File: src/hw/rtl/bft_pkg.sv
// Package for the bidirectional flow table: item, result and table entry types,
// status and register codes, default sizes. No dependencies.
package bft_pkg;

	localparam int BUCKETS_DEF = 256;
	localparam int WAYS_DEF    = 4;
	localparam int MAX_OUT     = 4;

	localparam logic [31:0] IDLE_TO_RST   = 32'd30;
	localparam logic [31:0] ACTIVE_TO_RST = 32'd120;

	// configuration register indexes
	localparam int CFG_IDX_W = 8;
	localparam logic [CFG_IDX_W-1:0] REG_IDLE_TO   = 8'd0;
	localparam logic [CFG_IDX_W-1:0] REG_ACTIVE_TO = 8'd1;

	localparam logic CMD_PKT   = 1'b0;
	localparam logic CMD_SWEEP = 1'b1;

	typedef enum logic [2:0] {
		STS_FWD      = 3'd0,
		STS_REV      = 3'd1,
		STS_NEW      = 3'd2,
		STS_DROP     = 3'd3,
		STS_EXP_MORE = 3'd4,
		STS_EXP_LAST = 3'd5,
		STS_NONE     = 3'd6
	} status_t;

	typedef struct packed {
		logic        cmd;
		logic [31:0] src_addr;
		logic [31:0] dst_addr;
		logic [15:0] sport;
		logic [15:0] dport;
		logic [7:0]  proto;
		logic [15:0] pkt_size;
		logic [31:0] now_seconds;
		logic [7:0]  sweep_bucket;
	} item_t;

	typedef struct packed {
		logic [2:0]  status;
		logic [7:0]  flow_proto;
		logic [31:0] flow_addr1;
		logic [15:0] flow_port1;
		logic [31:0] flow_addr2;
		logic [15:0] flow_port2;
		logic [47:0] bytes_fwd;
		logic [31:0] pkts_fwd;
		logic [47:0] bytes_rev;
		logic [31:0] pkts_rev;
		logic [31:0] first_seen;
		logic [31:0] lifetime;
	} result_t;

	// one way of a bucket row
	typedef struct packed {
		logic        valid;
		logic [31:0] addr1;
		logic [31:0] addr2;
		logic [15:0] port1;
		logic [15:0] port2;
		logic [7:0]  proto;
		logic [47:0] bytes_fwd;
		logic [47:0] bytes_rev;
		logic [31:0] pkts_fwd;
		logic [31:0] pkts_rev;
		logic [31:0] start;
		logic [31:0] last;
	} entry_t;

endpackage

File: src/hw/rtl/bft_front.sv
// Front part: accepts items, hashes the tuple and reduces it modulo the bucket
// count in a three-stage pipeline. Depends on bft_pkg.
module bft_front #(
	parameter int BUCKETS = bft_pkg::BUCKETS_DEF
) (
	input  logic                                         clk,
	input  logic                                         arst_n,
	input  logic                                         push,
	output logic                                         full,
	input  bft_pkg::item_t                               item,
	input  logic                                         hold,
	output logic                                         mid_push,
	output logic [$bits(bft_pkg::item_t)+$clog2(BUCKETS)-1:0] mid_data,
	input  logic                                         mid_full
);

	import bft_pkg::*;

	localparam int BW = $clog2(BUCKETS);
	// floor(2^32 / BUCKETS); quotient estimate is low by at most one
	localparam logic [31:0] RECIP = 32'((64'd1 << 32) / BUCKETS);
	localparam logic [17:0] BKT   = 18'(BUCKETS);

	function automatic logic [31:0] mix_fold(input logic [31:0] h);
		return h ^ ({h[15:0], 16'd0} & (~{16'd0, h[31:16]} ^ {16'd0, h[15:0]}));
	endfunction

	function automatic logic [31:0] mix_rot(input logic [31:0] h);
		return h ^ {h[24:0], h[31:25]};
	endfunction

	function automatic logic [31:0] flow_hash(input item_t it);
		logic [31:0] h;
		h = {it.sport, it.dport};
		h = h ^ {h[15:0], h[31:16]};
		h = h ^ it.src_addr ^ it.dst_addr ^ {24'd0, it.proto};
		h = mix_fold(h);
		h = mix_rot(h);
		h = mix_fold(h);
		h = mix_rot(h);
		h = mix_fold(h);
		h = mix_rot(h);
		h = mix_fold(h);
		return h;
	endfunction

	logic        v_s1, v_s2, v_s3;
	item_t       item_s1, item_s2, item_s3;
	logic [31:0] key_s2, key_s3, quo_s3;
	logic        en;
	logic [63:0] prod;
	logic [48:0] qb;
	logic [31:0] rem32;
	logic [17:0] rem, rem_fix;

	// whole pipeline moves unless the last stage is blocked
	assign en       = !(v_s3 && mid_full);
	assign full     = !en || hold;
	assign mid_push = v_s3 && !mid_full;

	always_ff @(posedge clk or negedge arst_n) begin
		if (!arst_n) begin
			v_s1 <= 1'b0;
			v_s2 <= 1'b0;
			v_s3 <= 1'b0;
		end else if (en) begin
			v_s1 <= push && !full;
			v_s2 <= v_s1;
			v_s3 <= v_s2;
		end
	end

	// stage 1 capture, stage 2 hash (sweeps take their bucket field), stage 3 quotient
	assign prod = 64'(key_s2) * 64'(RECIP);

	always_ff @(posedge clk) begin
		if (en) begin
			item_s1 <= item;
			item_s2 <= item_s1;
			key_s2  <= (item_s1.cmd == CMD_SWEEP) ? {24'd0, item_s1.sweep_bucket}
			                                      : flow_hash(item_s1);
			item_s3 <= item_s2;
			key_s3  <= key_s2;
			quo_s3  <= prod[63:32];
		end
	end

	// remainder with one correction step
	assign qb      = 49'(quo_s3) * 49'(BKT);
	assign rem32   = key_s3 - qb[31:0];
	assign rem     = rem32[17:0];
	assign rem_fix = (rem >= BKT) ? rem - BKT : rem;
	assign mid_data = {rem_fix[BW-1:0], item_s3};

endmodule

File: config.mk
export PLATFORM = sky130hd
export DESIGN_NAME = bft_front
export DESIGN_NICKNAME = d
export VERILOG_FILES = /design/src/hw/rtl/bft_pkg.sv /design/src/hw/rtl/bft_front.sv
export SDC_FILE = /design/constraint.sdc
export NUM_CORES = 1
export LEC_CHECK = 0
export BUFFER_PORTS_ARGS = -buffer_cell sky130_fd_sc_hd__buf_2
export CORE_ASPECT_RATIO = 1.75
export CORE_UTILIZATION = 54
export CTS_CLUSTER_DIAMETER = 40
export DETAILED_ROUTE_END_ITERATION = 10
export MAX_ROUTING_LAYER = met4
export PLACE_DENSITY = 0.76
export SETUP_SLACK_MARGIN = 0.3
export SKIP_LAST_GASP = 1
export SLEW_MARGIN = 20
export SYNTH_ARGS = -nofsm -noshare
export SYNTH_HDL_FRONTEND = slang
export SYNTH_SLANG_ARGS = --single-unit
File: constraint.sdc
create_clock -name clk -period 17.67 [get_ports clk]
set_input_delay 0 -clock clk [delete_from_list [all_inputs] [get_ports clk]]
set_output_delay 0 -clock clk [all_outputs]
set_load 0.02 [all_outputs]
# Yosys cells after proc, flatten, opt, wreduce, memory -nomap -nowiden
# Index checks and enable logic that the tools add are counted.
dict set report word_totals {
  ff_bits 532
  in_bits 166
  output_inout_bits 171
  word_cells 68
}
dict set report classes {
  addsub 2
  order_cmp 1
  muxes 2
  bitwise 23
  reduce_logical 6
}
# op count
set op_table {}
lappend op_table {{$xor A32 B32 Y32} 9}
lappend op_table {{$and A32 B32 Y32} 3}
lappend op_table {{$not A16 Y32} 3}
lappend op_table {{$xor A32 B16 Y32} 3}
lappend op_table {{$xor A32 B8 Y32} 1}
lappend op_table {{$and A18 B18 Y18} 1}
lappend op_table {{$ge A18 B9 Y1 const B} 1}
lappend op_table {{$not A16 Y18} 1}
lappend op_table {{$sub A18 B18 Y18} 1}
lappend op_table {{$xor A18 B16 Y18} 1}
lappend op_table {{$xor A18 B18 Y18} 1}
lappend op_table {{$mux W8} 2}
lappend op_table {{$sub A8 B1 Y8 const B} 1}
lappend op_table {{$logic_and A1 B1 Y1} 3}
lappend op_table {{$logic_not A1 Y1} 2}
lappend op_table {{$logic_or A1 B1 Y1} 1}

# Logic depth before layout (Yosys ltp)
dict set report logic_depth {
  depth_word 24
  ltp_mapped 5
  mapped_depth_nobuf 5
}

# Least setup slack after synthesis
# Ideal clock, no wire load.
dict set report synth_path {
  path_type {register to output}
  from {register v_s3}
  to {output full}
  t_arrival_ns 13.108
  t_required_ns 17.670
  path_slack_ns 4.562
  path_stages_with_launch 3
  path_buffers 0
  cell_sequence {dfrtp_1 nand2_1 nand2b_1}
}
dict set report synth_via {
  elab_chain_len 2
}
# item line
set synth_rtl {}
lappend synth_rtl {{start, declared} bft_front.sv:47} ;# logic v_s1, v_s2, v_s3;
lappend synth_rtl {{start signal, assigned} bft_front.sv:69} ;# v_s3 <= v_s2;
lappend synth_rtl {{$logic_and A1 B1 Y1} bft_front.sv:57} ;# assign en = !(v_s3 && mid_full);
lappend synth_rtl {{$logic_or A1 B1 Y1} bft_front.sv:58} ;# assign full = !en || hold;
lappend synth_rtl {{end, declared} bft_front.sv:9} ;# output logic full,
# No other way between the ends.

# Worst setup path in the final report
dict set report layout_path {
  from {register v_s3}
  to {register item_s2[66] (netlist name) (enable)}
}
dict set report layout_via {
  elab_chain_len 1
}
# item line
set layout_rtl {}
lappend layout_rtl {{$logic_and A1 B1 Y1} bft_front.sv:57}
lappend layout_rtl {{end signal, assigned} bft_front.sv:79} ;# item_s2 <= item_s1;
lappend layout_rtl {{end, declared} bft_front.sv:48} ;# item_t item_s1, item_s2, item_s3;
# No other way between the ends.
# A chain may end at the register's enable or synchronous reset.

==> results <==
- Each instance of the synthesized netlist takes up on average 26.2 µm².
- Buffers added to address setup during post-CTS repair amount to 0.
- The count of warnings emitted by yosys is 0.
- The residual overflow from global routing is 0.
- The transition time of the tightest slew-check pin is 0.991 ns.
- The row count is 83.
- In this run the power density over the cells is 145 nW/µm².
- The time the final worst path needs with I/O delays and setup is 3.13 ns.
- The count of boundary I/O pins is 337.
- The kind of path behind the tightest hold check is in2reg.
- Of all nets on the critical path, the largest fanout is 100.
- The total DRC errors in the routed layout is 0.
- The setup total negative slack is 0 ns.
- The count of pins over their slew limit is 0.
- The via count of the first global-routing pass is 8049.
- Across all register-to-register paths, the minimum setup slack is 14.54 ns.
- Across every metal layer, demand over resource in global routing totals 0.208.
- The count of routing violations after the opening detailed-route iteration is 554.
- The tool flagged a number of max-cap violations equal to 0.
- The launch point of the worst path is v_s3$_DFFE_PN0N_.
- The worst pin sits at a relative slew slack of 0.339.
- Summed over all cells, the static leakage comes to 0.00834 µW.
- Following the worst setup path forward leads to its endpoint at item_s2[66]$_DFFE_PN_.
- The number of buffers created by CTS is 44.
- The first global-routing pass estimated 44.5 mm of wire.
- No sink is reached through more buffers than the 3 on the longest clock path.
- Once placement completed, the tool counted placed cells totaling 1339.
- The vias per cell is 4.82.
- IR analysis of the VDD net gives a maximum drop of 0.000132 V.
- The arrival time of data at the critical path endpoint is 3.29 ns.
- The count of distinct cell types in the synthesized netlist is 16.
- The average wire per cell in the routed design is 19.3 µm.
- When the netlist entered floorplanning its net count stood at 783.
- Clock-pin slew was measured on the worst setup and hold paths at 0.06 ns.
- The end of the worst register-to-register path is item_s2[66]$_DFFE_PN_.
- The number of H-tree levels is 2.
- The part of the Yosys area used for sequential elements is 0.931.
- Buffers placed on the I/O ports in this run total 336.
- Measured along the x axis, the die boundary spans 133 µm.
- The critical path startpoint category is a flop.
- In this run the critical register-to-register path is launched from v_s3$_DFFE_PN0N_.
- The core region is 29400 µm².
- Detailed placement finished with a half-perimeter wire length of 18.2 mm.
- After clock tree synthesis, the repair step resized 0 gates.
- The die covers 30700 µm².
- The final setup skew is 0.0313 ns.
- The pre-antenna-repair detailed-routing pass consisted of 4 iterations.
- The final count of hold timing violations is 0.
- The final routed wirelength across all metal layers is 30.6 mm.
- The floorplan step set the die height to 231 µm.
- Setup repair after global routing left no endpoint under its margin.
- The area growth from synthesis to layout is 32.7%.
- The initial antenna violation count is 9.
- The kind of capture point of the worst setup path is a flop.
- The run finished with clean final reports.
- The number of sinks driven by the clock tree is 502.
- The starting utilization of the core area is 0.550.
- Derived from the worst setup path, the maximum achievable clock frequency is 0.319 GHz.
- The final route contains 7679 vias.
- Routability-driven placement finished with a final weighted congestion of 0.809.
- CTS placed an instance of clkbuf_16 at the clock tree root.
- After the last flow step, the layout net total stands at 1336.
- The synthesized design contains 502 register bits.
- The synthesized netlist occupies a cell area of 16200 µm².
- Of the cells placed in the final design, the portion with a size suffix greater than 1 is 0.339.
- Of the available clock period, the critical path in the final layout requires 0.177.
- The pin count of the biggest net entering global routing is 101.
- The path depth of the worst reg2reg path is 3.
- The post-cts hold buffer count is 166.
- The remaining antenna violation count after routing is 0.
- The TritonCTS clock tree is yes.
- The count of mapped cells out of synthesis is 617.
- Setup violations remaining at the end of the flow were counted as 0.
- After the flow finishes, the layout carries non-filler instances totaling 1592.
- Clock latency on the worst-skew pair, taken at its later pin, is 0.56 ns.
- The required arrival time at the worst endpoint is 17.82 ns.
- The critical path is of the reg2reg type.
-- synthesized netlist by cell type, drive strengths merged --
cell / number / area, µm²
edfxtp: 499 / 15000
xnor2: 70 / 621
xnor3: 12 / 270
xor2: 10 / 87.6
nand2: 7 / 26.3
o21ai: 5 / 25.0
dfrtp: 3 / 75.1
mux2: 3 / 33.8
nand2b: 2 / 12.5
clkbuf: 1 / 3.75
inv: 1 / 3.75
mux2i: 1 / 10.0
nand3: 1 / 5.00
nand3b: 1 / 7.51
nor2b: 1 / 6.26
-- where the power goes --
part	switching, µW	internal (µW)
registers	72.4	1600
clock network	406	510
logic	308	218
total	787	2320
-- worst min-delay path by stage --
stage	start	to	slack, ns	cells after the start
finish	item[114]	item_s1[114]$_DFFE_PN_	0.16	2
global route	item[114]	item_s1[114]$_DFFE_PN_	0.15	2
CTS	item[95]	item_s1[95]$_DFFE_PN_	0.14	2
detailed placement	arst_n	v_s1$_DFFE_PN0N_	-0.20	1
global placement	arst_n	v_s3$_DFFE_PN0N_	-0.20	1
floorplan	arst_n	v_s1$_DFFE_PN0N_	-0.30	0
-- worst max-delay path, stage by stage, from the launching register on --
cell and delay, ns:
dfrtp_1 0.45, nand2_8 0.52, buf_4 0.87, buf_6 0.76
-- routing by layer --
metal / up-vias / global-route usage / wire (µm)
met5: - / - / 0
met4: 0 / 0.112 / 1560
met3: 95 / 0.0455 / 1860
met2: 300 / 0.370 / 16900
met1: 3741 / 0.210 / 10300
li1: 3543 / - / -
-- metrics by stage --
step | util | cell area, µm² | hold WS (ns) | setup WS, ns | power, µW
after floorplan | - | 16200 | -0.296 | 4.56 | 2090
after global placement | 0.625 | 18400 | -0.204 | 14.11 | 2160
after detailed placement | 0.625 | 18400 | -0.199 | 13.98 | 2180
after CTS | 0.728 | 21400 | 0.142 | 13.96 | 3120
after global routing | 0.730 | 21500 | 0.153 | 14.38 | 3220
final | 0.730 | 21500 | 0.165 | 14.54 | 3110
-- cells by family (layout without fill, tap and decap cells) --
group / after synthesis / after routing / synth area share
mux: 4 / 4 / 0.00271
simple gates: 12 / 12 / 0.00356
compound gates: 5 / 5 / 0.00155
other cells: 0 / 8 / 0
xor+xnor: 92 / 92 / 0.0605
flops: 502 / 502 / 0.931
buf+inv: 2 / 587 / 0.000464
-- flip-flops by register name, summed over array words and instances, names as in the netlist --
register,count
v_s3,1
item_s2,161
mid_data,161
v_s1,1
item_s1,161
key_s2,8
key_s3,8
v_s2,1
-- placed cells by master, fill, tap and decap left out, types with 5 or more instances in the layout --
cell	n
edfxtp_1	499
buf_2	336
dlygate4sd3_1	166
xnor2_1	69
clkbuf_16	45
clkinv_1	15
xnor3_1	12
xor2_1	10
diode_2	8
clkinv_2	8
nand2_1	6
o21ai_0	5
-- final cells by class --
cell class	count	area [µm²]
tap	382	478
antenna	8	20.0
timing repair buffer	508	3420
fill	1675	7930
inverter	1	3.75
clock buffer	48	1140
multi-input combinational	113	1120
clock inverter	30	228
sequential	502	15100
Power figures use the tool's default switching activity.
