### src/hw/rtl/bft_fifo.sv
// Small flop-based queue (power-of-two depth) used between front and back
// and for results. No dependencies.
module bft_fifo #(
	parameter int WIDTH = 8,
	parameter int DEPTH = 2
) (
	input  logic             clk,
	input  logic             arst_n,
	input  logic             push,
	input  logic [WIDTH-1:0] wdata,
	output logic             full,
	input  logic             pop,
	output logic [WIDTH-1:0] rdata,
	output logic             empty
);

	localparam int AW = (DEPTH > 1) ? $clog2(DEPTH) : 1;

	logic [WIDTH-1:0] mem_q [DEPTH];
	logic [AW-1:0]    wr_ptr_q, rd_ptr_q;
	logic [AW:0]      cnt_q;
	logic             do_wr, do_rd;

	assign full  = (cnt_q == (AW+1)'(DEPTH));
	assign empty = (cnt_q == '0);
	assign do_wr = push && !full;
	assign do_rd = pop && !empty;
	assign rdata = mem_q[rd_ptr_q];

	// pointers and fill count
	always_ff @(posedge clk or negedge arst_n) begin
		if (!arst_n) begin
			wr_ptr_q <= '0;
			rd_ptr_q <= '0;
			cnt_q    <= '0;
		end else begin
			if (do_wr) begin
				wr_ptr_q <= wr_ptr_q + 1'b1;
			end
			if (do_rd) begin
				rd_ptr_q <= rd_ptr_q + 1'b1;
			end
			if (do_wr && !do_rd) begin
				cnt_q <= cnt_q + 1'b1;
			end else if (do_rd && !do_wr) begin
				cnt_q <= cnt_q - 1'b1;
			end
		end
	end

	// storage
	always_ff @(posedge clk) begin
		if (do_wr) begin
			mem_q[wr_ptr_q] <= wdata;
		end
	end

endmodule

### config.mk
export PLATFORM = sky130hd
export DESIGN_NAME = bft_fifo
export DESIGN_NICKNAME = d
export VERILOG_FILES = /design/src/hw/rtl/bft_fifo.sv
export SDC_FILE = /design/constraint.sdc
export NUM_CORES = 1
export LEC_CHECK = 0
export BUFFER_PORTS_ARGS = -buffer_cell sky130_fd_sc_hd__buf_2
export CORE_UTILIZATION = 44
export DETAILED_ROUTE_END_ITERATION = 12
export PLACE_DENSITY = 0.69
export SETUP_SLACK_MARGIN = 0.05
export SLEW_MARGIN = 5
export SYNTH_ARGS = -nofsm -noshare
export SYNTH_HDL_FRONTEND = slang
export SYNTH_SLANG_ARGS = --single-unit
### constraint.sdc
create_clock -name clk -period 1.35 [get_ports clk]
set_input_delay 0.135 -clock clk [delete_from_list [all_inputs] [get_ports clk]]
set_output_delay 0.135 -clock clk [all_outputs]
set_load 0.05 [all_outputs]
**Word-level counts from Yosys, hierarchy flattened**

Memories as Yosys holds them, arrays and structs flattened.
Cells that the tools add are included.

- Memories kept: 1
- Output and inout bits: 10
- Register bits after elaboration: 4
- Memory bits (read-only): 0
- Bits in writable memories: 16
- Bits in latches: 0
- Logic and storage cells: 23

Memory list:

| name | depth | width | read ports | clocked after memory_dff | wr ports | line | RTL |
|---|---|---|---|---|---|---|---|
| mem_q | 2 | 8 | 1 | 0 | 1 | 19 | `logic [WIDTH-1:0] mem_q [DEPTH];` |

- Reduce and logical (&&, ||, !) cells: 10
- Muxes and demuxes: 4
- Bitwise logic cells: 0
- Add/subtract/negate cells: 4
- Multipliers: 0
- Equal/unequal tests: 1
- Shift-type cells: 0
- Div/mod/pow operators: 0
- $lt $le $gt $ge: 0

Operators by type and width:

| cell | count |
|---|---|
| $logic_and 1x1->1 | 4 |
| $logic_not 1->1 | 4 |
| $mux 2 | 2 |
| $add 1x1->1 const B | 2 |
| $add 2x1->2 const B | 1 |
| $eq 2x2->1 const B | 1 |
| $logic_not 2->1 | 1 |
| $mux 1 | 2 |
| $reduce_bool 2->1 | 1 |
| $sub 2x1->2 const B | 1 |

**Longest topological paths before layout**

Gate-level depths: netlist (run 1).

- Depth in word-level cells: 7
- Mapped depth: 7
- Mapped depth without buffers: 7

**Worst setup path before layout (run 1)**

OpenSTA, ideal clock, no wires.

- Kind: reg2reg
- Start: register cnt_q[0]
- End: memory mem_q[0][0], enable pin
- Path slack: -0.042 ns
- Arrival: 1.022 ns
- Data required time: 0.980 ns
- Cell stages (with the launch flop): 4
- Buffers on the path: 0
- Cell sequence: dfrtp_1 nand2b_1 nand2_2 nor2_1

- Longest elaborated chain between the ends: 5

Ends and longest elaborated chain:

| element | line | RTL |
|---|---|---|
| from (decl) | 21 | `logic [AW:0] cnt_q;` |
| from (signal assigned) | 44 | `cnt_q <= cnt_q + 1'b1;` |
| from (signal assigned) | 46 | `cnt_q <= cnt_q - 1'b1;` |
| $eq 2x2->1 | 24 | `assign full = (cnt_q == (AW+1)'(DEPTH));` |
| $logic_not 1->1 | 26 | `assign do_wr = push && !full;` |
| $logic_and 1x1->1 | 26 |  |
| $mux 1 | 53 | `if (do_wr) begin` |
| $mux 1 (implied by the code) | 54 | `mem_q[wr_ptr_q] <= wdata;` |
| to (decl) | 19 |  |

Every way passes these cells.

**Worst setup path in the final report (run 1)**

- Start: register rd_ptr_q
- End: output port rdata[4]

- Longest elaborated chain between the ends: 1

Ends and longest elaborated chain:

| element | line | RTL |
|---|---|---|
| from (decl) | 20 | `logic [AW-1:0] wr_ptr_q, rd_ptr_q;` |
| from (signal assigned) | 41 | `rd_ptr_q <= rd_ptr_q + 1'b1;` |
| $mem_v2 2x8 | n/a |  |
| to (decl) | 13 | `output logic [WIDTH-1:0] rdata,` |

Every way passes these cells.

==> results of run 1 <==
-- flip-flops by register name, indices dropped and copies added, names as in the netlist --
| name | flops |
|---|---|
| rd_ptr_q | 1 |
| mem_q | 16 |
| wr_ptr_q | 1 |
| cnt_q | 2 |
-- logic make-up after synthesis --
kind of cell	Yosys count	synth area share
AOI/OAI and AO/OA	1	0.00639
xor gates and xnor gates	5	0.0656
adders and majority gates	1	0.0160
buffers and inverters	3	0.0160
DFF	20	0.742
muxes	8	0.115
and+or+nand+nor	6	0.0384
-- area by class of cell --
type	instances	area share
clock inverters	1	0.00314
clock buffers	3	0.0189
repair buffers	33	0.246
inverters	2	0.00839
well taps	16	0.0168
multi-input cells	21	0.218
flip-flops and latches	20	0.488
-- Yosys cell counts (all sizes together) --
cell,number
edfxtp,16
xor2,2
xnor2,3
nand2,1
dfrtp,4
and3,1
ha,1
inv,2
buf,1
mux2,8
o21ai,1
nand2b,1
nor2,3
-- final timing paths --
kind                                    end  cells past startpoint
worst min-delay path            mem_q[0][0]                      1
min in group asynchronous          rd_ptr_q                      2
worst min register to register     wr_ptr_q                      1
worst max-delay path               rdata[4]                      3
max in group asynchronous          cnt_q[1]                      2
worst max register to register     cnt_q[1]                      7
-- routing by layer --
| layer | vias up | GRT usage | share of wire |
|---|---|---|---|
| li1 | 233 | - | - |
| met1 | 245 | 0.173 | 0.39 |
| met2 | 19 | 0.353 | 0.59 |
| met3 | 0 | 0.0367 | 0.027 |
| met4 | 0 | 0.0909 | 0 |
| met5 | - | 0 | 0 |
-- power by group --
group,total (W),internal (W),switching [W]
clock network,0.000276,0.000107,0.000169
registers,0.000984,0.000869,0.000115
logic,0.00186,0.000879,0.000976
-- stage by stage --
step	cells	instance area, um2	setup WS [ns]
6_report	96	1190	-0.112
5_1_grt	96	1190	-0.151
2_1_floorplan	44	797	-0.0117
4_1_cts	95	1150	-0.105
3_5_place_dp	84	947	-0.0216
3_3_place_gp	84	947	0.0165
-- timing repair --
item | in CTS | in global routing
gates resized for setup | 39 | 9
cloned | 0 | 0
hold buffers | 1 | 0
setup buffers | 6 | 1
setup endpoints to repair | 19 | 19
pin swaps | 3 | 5
endpoints found under the hold margin | 4 | 0
==> metrics.csv, run 1 <==
metric,value,unit
startpoint_type,register,
num_antenna_cells,0,
rrSetupSlack,0.01,ns
synth_cells,44,
drv_slew,0,
synth_area,782,um2
r2r-start,cnt_q[0],
status,"complete, but fails checks",
drive_above_1_share,0.675,
maxCapViolCount,0,
grt_pass1_vias,509,
ys_warn_count,0,
yosys.area.top_type,edfxtp_1,
cpMostUsedCell,buf_6,
grt_pass1_wl,2370,um
setup_viol,8,
startpoint,rd_ptr_q,
hp-class,in -> reg,
synth_fp_nets,57,
clock_sinks,20,
critical-path-top-delay-family,flip-flops,
fin_crit_sh,1.08,
violations,setup timing,
worst-path-buf-inv,2,
worst-path-max-fanout,4,
vdd_ir_drop_max,1.50,mV
dr.pass1.iters,6,
drc,0,
finish.utilization,0.757,
crit_chain,buf_6 -> mux2_4 -> buf_6,
leakagePower,0.507,nW
cts_buffers,3,
dp.final_hpwl,879,um
fin_ws,-0.112,ns
fin_crit,1.46,ns
clk_path_buf_depth,2,
final_common_cell,edfxtp_1,
fp.dieH,44.2,um
required,1.22,ns
rsz0062_at_grt,true,
track_usage,0.180,
min-delay-start,wdata[0],
cts_tree,yes,
relSlewSlack,0.857,
fin_nets,94,
antenna_found_initial,0,
routed_wl,1500,um
syn_to_final_growth,52.6,%
drtAntennaViolNets,0,
slowest_stage,dfrtp_2,
critPathArrivalTime,1.33,ns
die_x,44.2,um
drt_iter0_markers,18,
finalHoldViolations,0,
wire_per_inst,15.6,um
start_util,0.496,
io_buffers,21,
gp_congestion,0.703,
die_area,1950,um2
multi_input_area,260,um2
avgSynthCellArea,17.8,um2
fmax,684,MHz
design.core.area,1580,um2
crit_path_end_kind,primary output,
synth_top_area_share,0.614,
num_rows,14,
fin_worst_skew,0.00433,ns
crit_type,reg -> out,
clock_latency,0.29,ns
slowest_delay,0.44,ns
grt_max_degree,12,
powerDensity,2610,nW/um2
clkTransAtPathRegs,0.11,ns
cts-root-buf,clkbuf_4,
power,0.00312,W
htree_levels,1,
synth.area.top_cells,"edfxtp_1 61%, dfrtp_1 13%, mux2_1 8.6%",
worst_hold_slack,0.0222,ns
seq_area,583,um2
fillers,98,
grt_overflow,0,
final_cell_mix,"16 x edfxtp_1, 15 x buf_6, 11 x buf_2",
tightestPinTransition,0.214,ns
synth-seq-cells,20,
tns,-0.828,ns
seq_area_frac_synth,0.742,
ios,22,
via_per_inst,5.18,
synth.distinct_cells,15,
num_vias,497,
Power figures use the tool's default switching activity.
==> run 2, diff against run 1 <==
Settings changed: ABC_AREA from default to 1, PLACE_DENSITY 0.69 to 0.68.
==> run 2 against run 1 <==
Compared with the run above: the flow now finishes without violations; utilization is 4.6 points lower; synthesized cell count is 66% higher; global-route usage is 0.65 points lower; maximum frequency is 10% higher; synthesized area is 3.5% higher; first-iteration DRC count is 5.6% higher; power is 6.0% higher; via count is 20% higher; critical path type unchanged; highest routed layer unchanged.
==> metrics.csv, run 2 <==
metric,value,unit
cts_buffers,3,
largest_reg_flops,16,
crit_type,reg -> out,
dpl.cell_count,123,
clkTransAtPathRegs,0.11,ns
whs_path_depth,1,
drtAntennaViolNets,0,
ys_warn_count,0,
cts-root-buf,clkbuf_4,
worst-path-max-fanout,6,
min-delay-start,wdata[5],
finalHoldViolations,0,
powerDensity,2690,nW/um2
design.core.area,1730,um2
grt_pass1_vias,580,
final_area,1230,um2
seqPwrFrac,0.297,
seq_area_frac_synth,0.717,
whs_endpoint,mem_q[0][5],
num_rows,15,
drc,0,
num_antenna_cells,0,
combPwrFrac,0.558,
synth_cells,73,
grt_pass1_wl,2410,um
p_switching,0.00140,W
clock_sinks,20,
fmax,754,MHz
htree_levels,1,
drive_above_1_share,0.486,
rrSetupSlack,0.04,ns
top_regs,"mem_q: 16 flops, cnt_q: 2 flops",
avgSynthCellArea,11.1,um2
clockPowerShare,0.145,
clk_path_buf_depth,2,
required,1.22,ns
via_per_inst,4.50,
wire_per_inst,11.2,um
fin_crit,1.33,ns
synth_edf_count,16,
setup_viol,0,
io_buffers,21,
syn_to_final_growth,51.8,%
tightestPinTransition,0.278,ns
relSlewSlack,0.812,
grt_max_degree,13,
dpl-instance-area,990,um2
final_cell_mix,"25 x nand2_1, 16 x edfxtp_1, 11 x buf_2, 11 x buf_6, 8 x nand2_2",
critPathArrivalTime,1.19,ns
fp.dieH,44.9,um
worst_r2r_endpoint,cnt_q[1],
die_area,2020,um2
top_register,mem_q,
synth.distinct_cells,14,
clock_latency,0.29,ns
fin_crit_sh,0.983,
final_common_cell,nand2_1,
cts_tree,yes,
startpoint_type,register,
maxCapViolCount,0,
synth_fp_nets,86,
fillers,132,
die_x,44.9,um
yosys.area.top_type,edfxtp_1,
crit_path_end_kind,primary output,
synth_common_cells,"33 x nand2_1, 16 x edfxtp_1, 7 x inv_1",
synth_area,810,um2
rsz0062_at_grt,true,
drv_slew,0,
routed_wl,1480,um
sw_frac_of_total,0.424,
synth_top_area_share,0.594,
synthArstFlopShare,0.200,
fin_cells,132,
synth.area.top_cells,"edfxtp_1 59%, nand2_1 15%, dfrtp_1 12%",
num_vias,594,
antenna_found_initial,0,
track_usage,0.174,
reg2regPathDepth,6,
status,completed,
gp_congestion,0.669,
fin_worst_skew,0.00282,ns
hp-class,in -> reg,
r2r-start,cnt_q[0],
ios,22,
drt_iter0_markers,19,
grt_overflow,0,
fin_nets,121,
synth.most_common_cell,nand2_1,
vdd_ir_drop_max,1.56,mV
dr.pass1.iters,6,
ys.flop_type,edfxtp_1,
start_util,0.469,
synth-seq-cells,20,
intPower,0.00190,W
leakagePower,0.552,nW
dp.final_hpwl,1020,um
## run 2: cell types whose count changed in the layout (fill, tap and decap cells not counted), sizes merged, moves of 2 or more
cell and delta:
buf -2, xnor2 -2, mux2 -8, xor2 -2, nand2 +32, inv +5
## run 2: routing by layer
metal / GRT usage / vias up / share of wire
met5: 0 / - / 0
met3: 0.0240 / 0 / 0.022
met4: 0.0909 / 0 / 0
li1: - / 302 / -
met1: 0.203 / 278 / 0.42
met2: 0.309 / 14 / 0.55
## run 2: cells by family after synthesis
family          Yosys count  synth area share
flops                    20             0.717
buf+inv                   9            0.0433
fa+ha+maj                 1            0.0155
xor+xnor                  1            0.0108
simple gates             40             0.201
compound gates            2            0.0124
## run 2: metrics by stage
stage               setup TNS (ns)   util  total power [W]  setup slack, ns  hold slack (ns)
global placement                 0  0.573          0.00230          0.00377          -0.0513
global route                -0.303  0.712          0.00349          -0.0482          0.00203
CTS                              0  0.674          0.00314          0.00999           0.0201
detailed placement         -0.0108  0.573          0.00232          -0.0108          -0.0494
finish                           0  0.712          0.00330           0.0231           0.0246
floorplan                   -0.116      -          0.00196           -0.108           -0.161
## run 2: how the worst max path moves through the flow
stage                        start  endpoint  depth (start not counted)
after floorplan           cnt_q[1]  cnt_q[1]                          8
after global placement    cnt_q[0]  cnt_q[1]                          6
after detailed placement  cnt_q[0]  cnt_q[1]                          6
after CTS                 rd_ptr_q  rdata[2]                          4
after global routing      rd_ptr_q  rdata[3]                          4
final                     rd_ptr_q  rdata[6]                          4
## run 2: power groups by stage
stage | clock [W] | combinational (W) | sequential [W]
2_1_floorplan | 0 | 0.00101 | 0.000946
3_3_place_gp | 0 | 0.00133 | 0.000965
3_5_place_dp | 0 | 0.00135 | 0.000973
4_1_cts | 0.000483 | 0.00169 | 0.000967
5_1_grt | 0.000521 | 0.00197 | 0.000999
6_report | 0.000477 | 0.00184 | 0.000981
## run 2: area by class of cell
| class | instances | area, um2 | area share |
|---|---|---|---|
| tap | 25 | 31.3 | 0.0255 |
| clock inverter | 1 | 30.0 | 0.0244 |
| clock buffer | 3 | 22.5 | 0.0183 |
| timing repair buffer | 31 | 277 | 0.225 |
| sequential | 20 | 583 | 0.475 |
| inverter | 8 | 35.0 | 0.0285 |
| multi-input combinational | 44 | 250 | 0.204 |
## run 2: worst max-delay path: stages (launching register included)
cell and delay (ns):
dfrtp_2 0.49, buf_6 0.15, nand2_2 0.06, nand2_2 0.05, buf_6 0.15
## run 2: repair_timing
item / 4_1_cts / 5_1_grt
setup endpoints to repair: 18 / 11
pin swaps: 2 / 2
buffers inserted: 4 / 0
hold buffers: 1 / 0
gates resized for setup: 23 / 19
endpoints found under the hold margin: 4 / 0
==> run 3, diff against run 2 <==
Settings changed: CAP_MARGIN from default to 20.
Clock period 1.35 ns to 1.1 ns, I/O delays scaled along.
==> run 3 against run 2 <==
Compared with the run above: the flow now finishes with violations (setup timing); critical path depth unchanged; via count up 10%; count of clock-buffer cells in the layout unchanged; register-to-register slack worse by 0.22 ns; largest cell class unchanged; setup slack worse by 0.22 ns; combinational power up 42%; sequential share of layout area down 4.9 points.
==> metrics.csv, run 3 (synthesis gave the netlist of run 2 again) <==
metric,value,unit
status,"complete, but fails checks",
violations,setup timing,
dpl-instance-area,1010,um2
finish.utilization,0.794,
relSlewSlack,0.867,
top_regs,"mem_q: 16 flops, cnt_q: 2 flops",
antenna_found_initial,0,
top_register,mem_q,
fin_worst_skew,0.0121,ns
num_rows,15,
maxCapViolCount,0,
largest_reg_flops,16,
leakagePower,0.596,nW
crit_type,reg -> out,
cts_tree,yes,
rsz0062_at_grt,true,
drtAntennaViolNets,0,
die_area,2020,um2
dr.pass1.iters,4,
fin_ws,-0.196,ns
io_buffers,21,
via_per_inst,4.59,
seqPwrFrac,0.292,
clock_sinks,20,
finalHoldViolations,0,
fmax,772,MHz
drc,0,
grt_overflow,0,
dpl.cell_count,123,
startpoint_type,register,
tns,-3.85,ns
powerDensity,3050,nW/um2
track_usage,0.183,
setup_viol,29,
die_x,44.9,um
cts-root-buf,clkbuf_4,
clkTransAtPathRegs,0.10,ns
ios,22,
drive_above_1_share,0.576,
dp.final_hpwl,1030,um
tightestPinTransition,0.198,ns
gp_congestion,0.824,
p_switching,0.00190,W
final_common_cell,edfxtp_1,
crit_path_end_kind,primary output,
drt_iter0_markers,10,
num_vias,656,
fin_crit,1.30,ns
fin_cells,143,
worst-path-max-fanout,4,
num_antenna_cells,0,
vdd_ir_drop_max,1.82,mV
clk_path_buf_depth,2,
routed.top_layer,met4,
fp.dieH,44.9,um
start_util,0.469,
final_cell_mix,"16 x edfxtp_1, 15 x nand2_1, 15 x nand2_2",
htree_levels,1,
combPwrFrac,0.626,
final_area,1370,um2
fillers,106,
grt_max_degree,12,
place_ws,-0.279,ns
required,0.99,ns
critPathArrivalTime,1.19,ns
syn_to_final_growth,69.4,%
met3_length,46,um
fin_nets,132,
design.core.area,1730,um2
routed_wl,1720,um
grt_pass1_wl,2550,um
fin_crit_sh,1.18,
cts_buffers,3,
met1Wirelength,736,um
sw_frac_of_total,0.455,
clock_latency,0.30,ns
hp-class,in -> reg,
wl_met2,931,um
wire_per_inst,12.0,um
grt_pass1_vias,600,
intPower,0.00228,W
drv_slew,0,
clockPowerShare,0.082,
[run 3: worst paths after layout]
path                            cells after the start          end  slack [ns]     start
worst max-delay path                                4     rdata[5]       -0.20  rd_ptr_q
worst min-delay path                                1  mem_q[0][7]        0.02  wdata[7]
worst max register to register                      8     cnt_q[1]       -0.18  cnt_q[1]
worst min register to register                      2     wr_ptr_q        0.52  wr_ptr_q
max in group asynchronous                           2     rd_ptr_q        0.82    arst_n
min in group asynchronous                           2     cnt_q[0]        0.14    arst_n
[run 3: what timing repair did]
| action | CTS | global route |
|---|---|---|
| setup endpoints to repair | 29 | 29 |
| hold buffers | 6 | 2 |
| endpoints found under the hold margin | 14 | 3 |
| gates resized for setup | 30 | 29 |
| gates cloned | 0 | 2 |
| buffers inserted | 3 | 3 |
| pin swaps | 3 | 5 |
[run 3: final cells by class]
type | count | area (um2) | area share
clock buffer | 3 | 22.5 | 0.0164
tap | 25 | 31.3 | 0.0228
inverter | 8 | 47.5 | 0.0347
timing repair buffer | 41 | 372 | 0.271
clock inverter | 1 | 3.75 | 0.00274
multi-input combinational | 44 | 304 | 0.222
sequential | 20 | 583 | 0.425
timing repair inverter | 1 | 7.51 | 0.00547
[run 3: critical path, stage by stage, from the launching register on]
cell and delay, ns:
dfrtp_2 0.45, clkinvlp_4 0.17, nand2_2 0.09, nand2_2 0.05, buf_8 0.14
[run 3: power by group through the flow]
| stage | clock (W) | combinational (W) | sequential, W |
|---|---|---|---|
| floorplan | 0 | 0.00131 | 0.00116 |
| global placement | 0 | 0.00171 | 0.00117 |
| CTS | 0.000350 | 0.00221 | 0.00118 |
| detailed placement | 0 | 0.00173 | 0.00118 |
| finish | 0.000342 | 0.00262 | 0.00122 |
| global route | 0.000381 | 0.00278 | 0.00124 |
[run 3: metrics by stage]
step | power [W] | hold WS [ns]
floorplan | 0.00247 | -0.186
global placement | 0.00288 | -0.0797
detailed placement | 0.00291 | -0.0801
CTS | 0.00374 | 0.00629
global route | 0.00440 | 0.00101
finish | 0.00418 | 0.0235
[run 3: per-layer routing]
layer	track usage	vias to the layer above
met5	0	-
met4	0.0727	0
met3	0.0440	2
met2	0.288	10
met1	0.247	316
li1	-	328
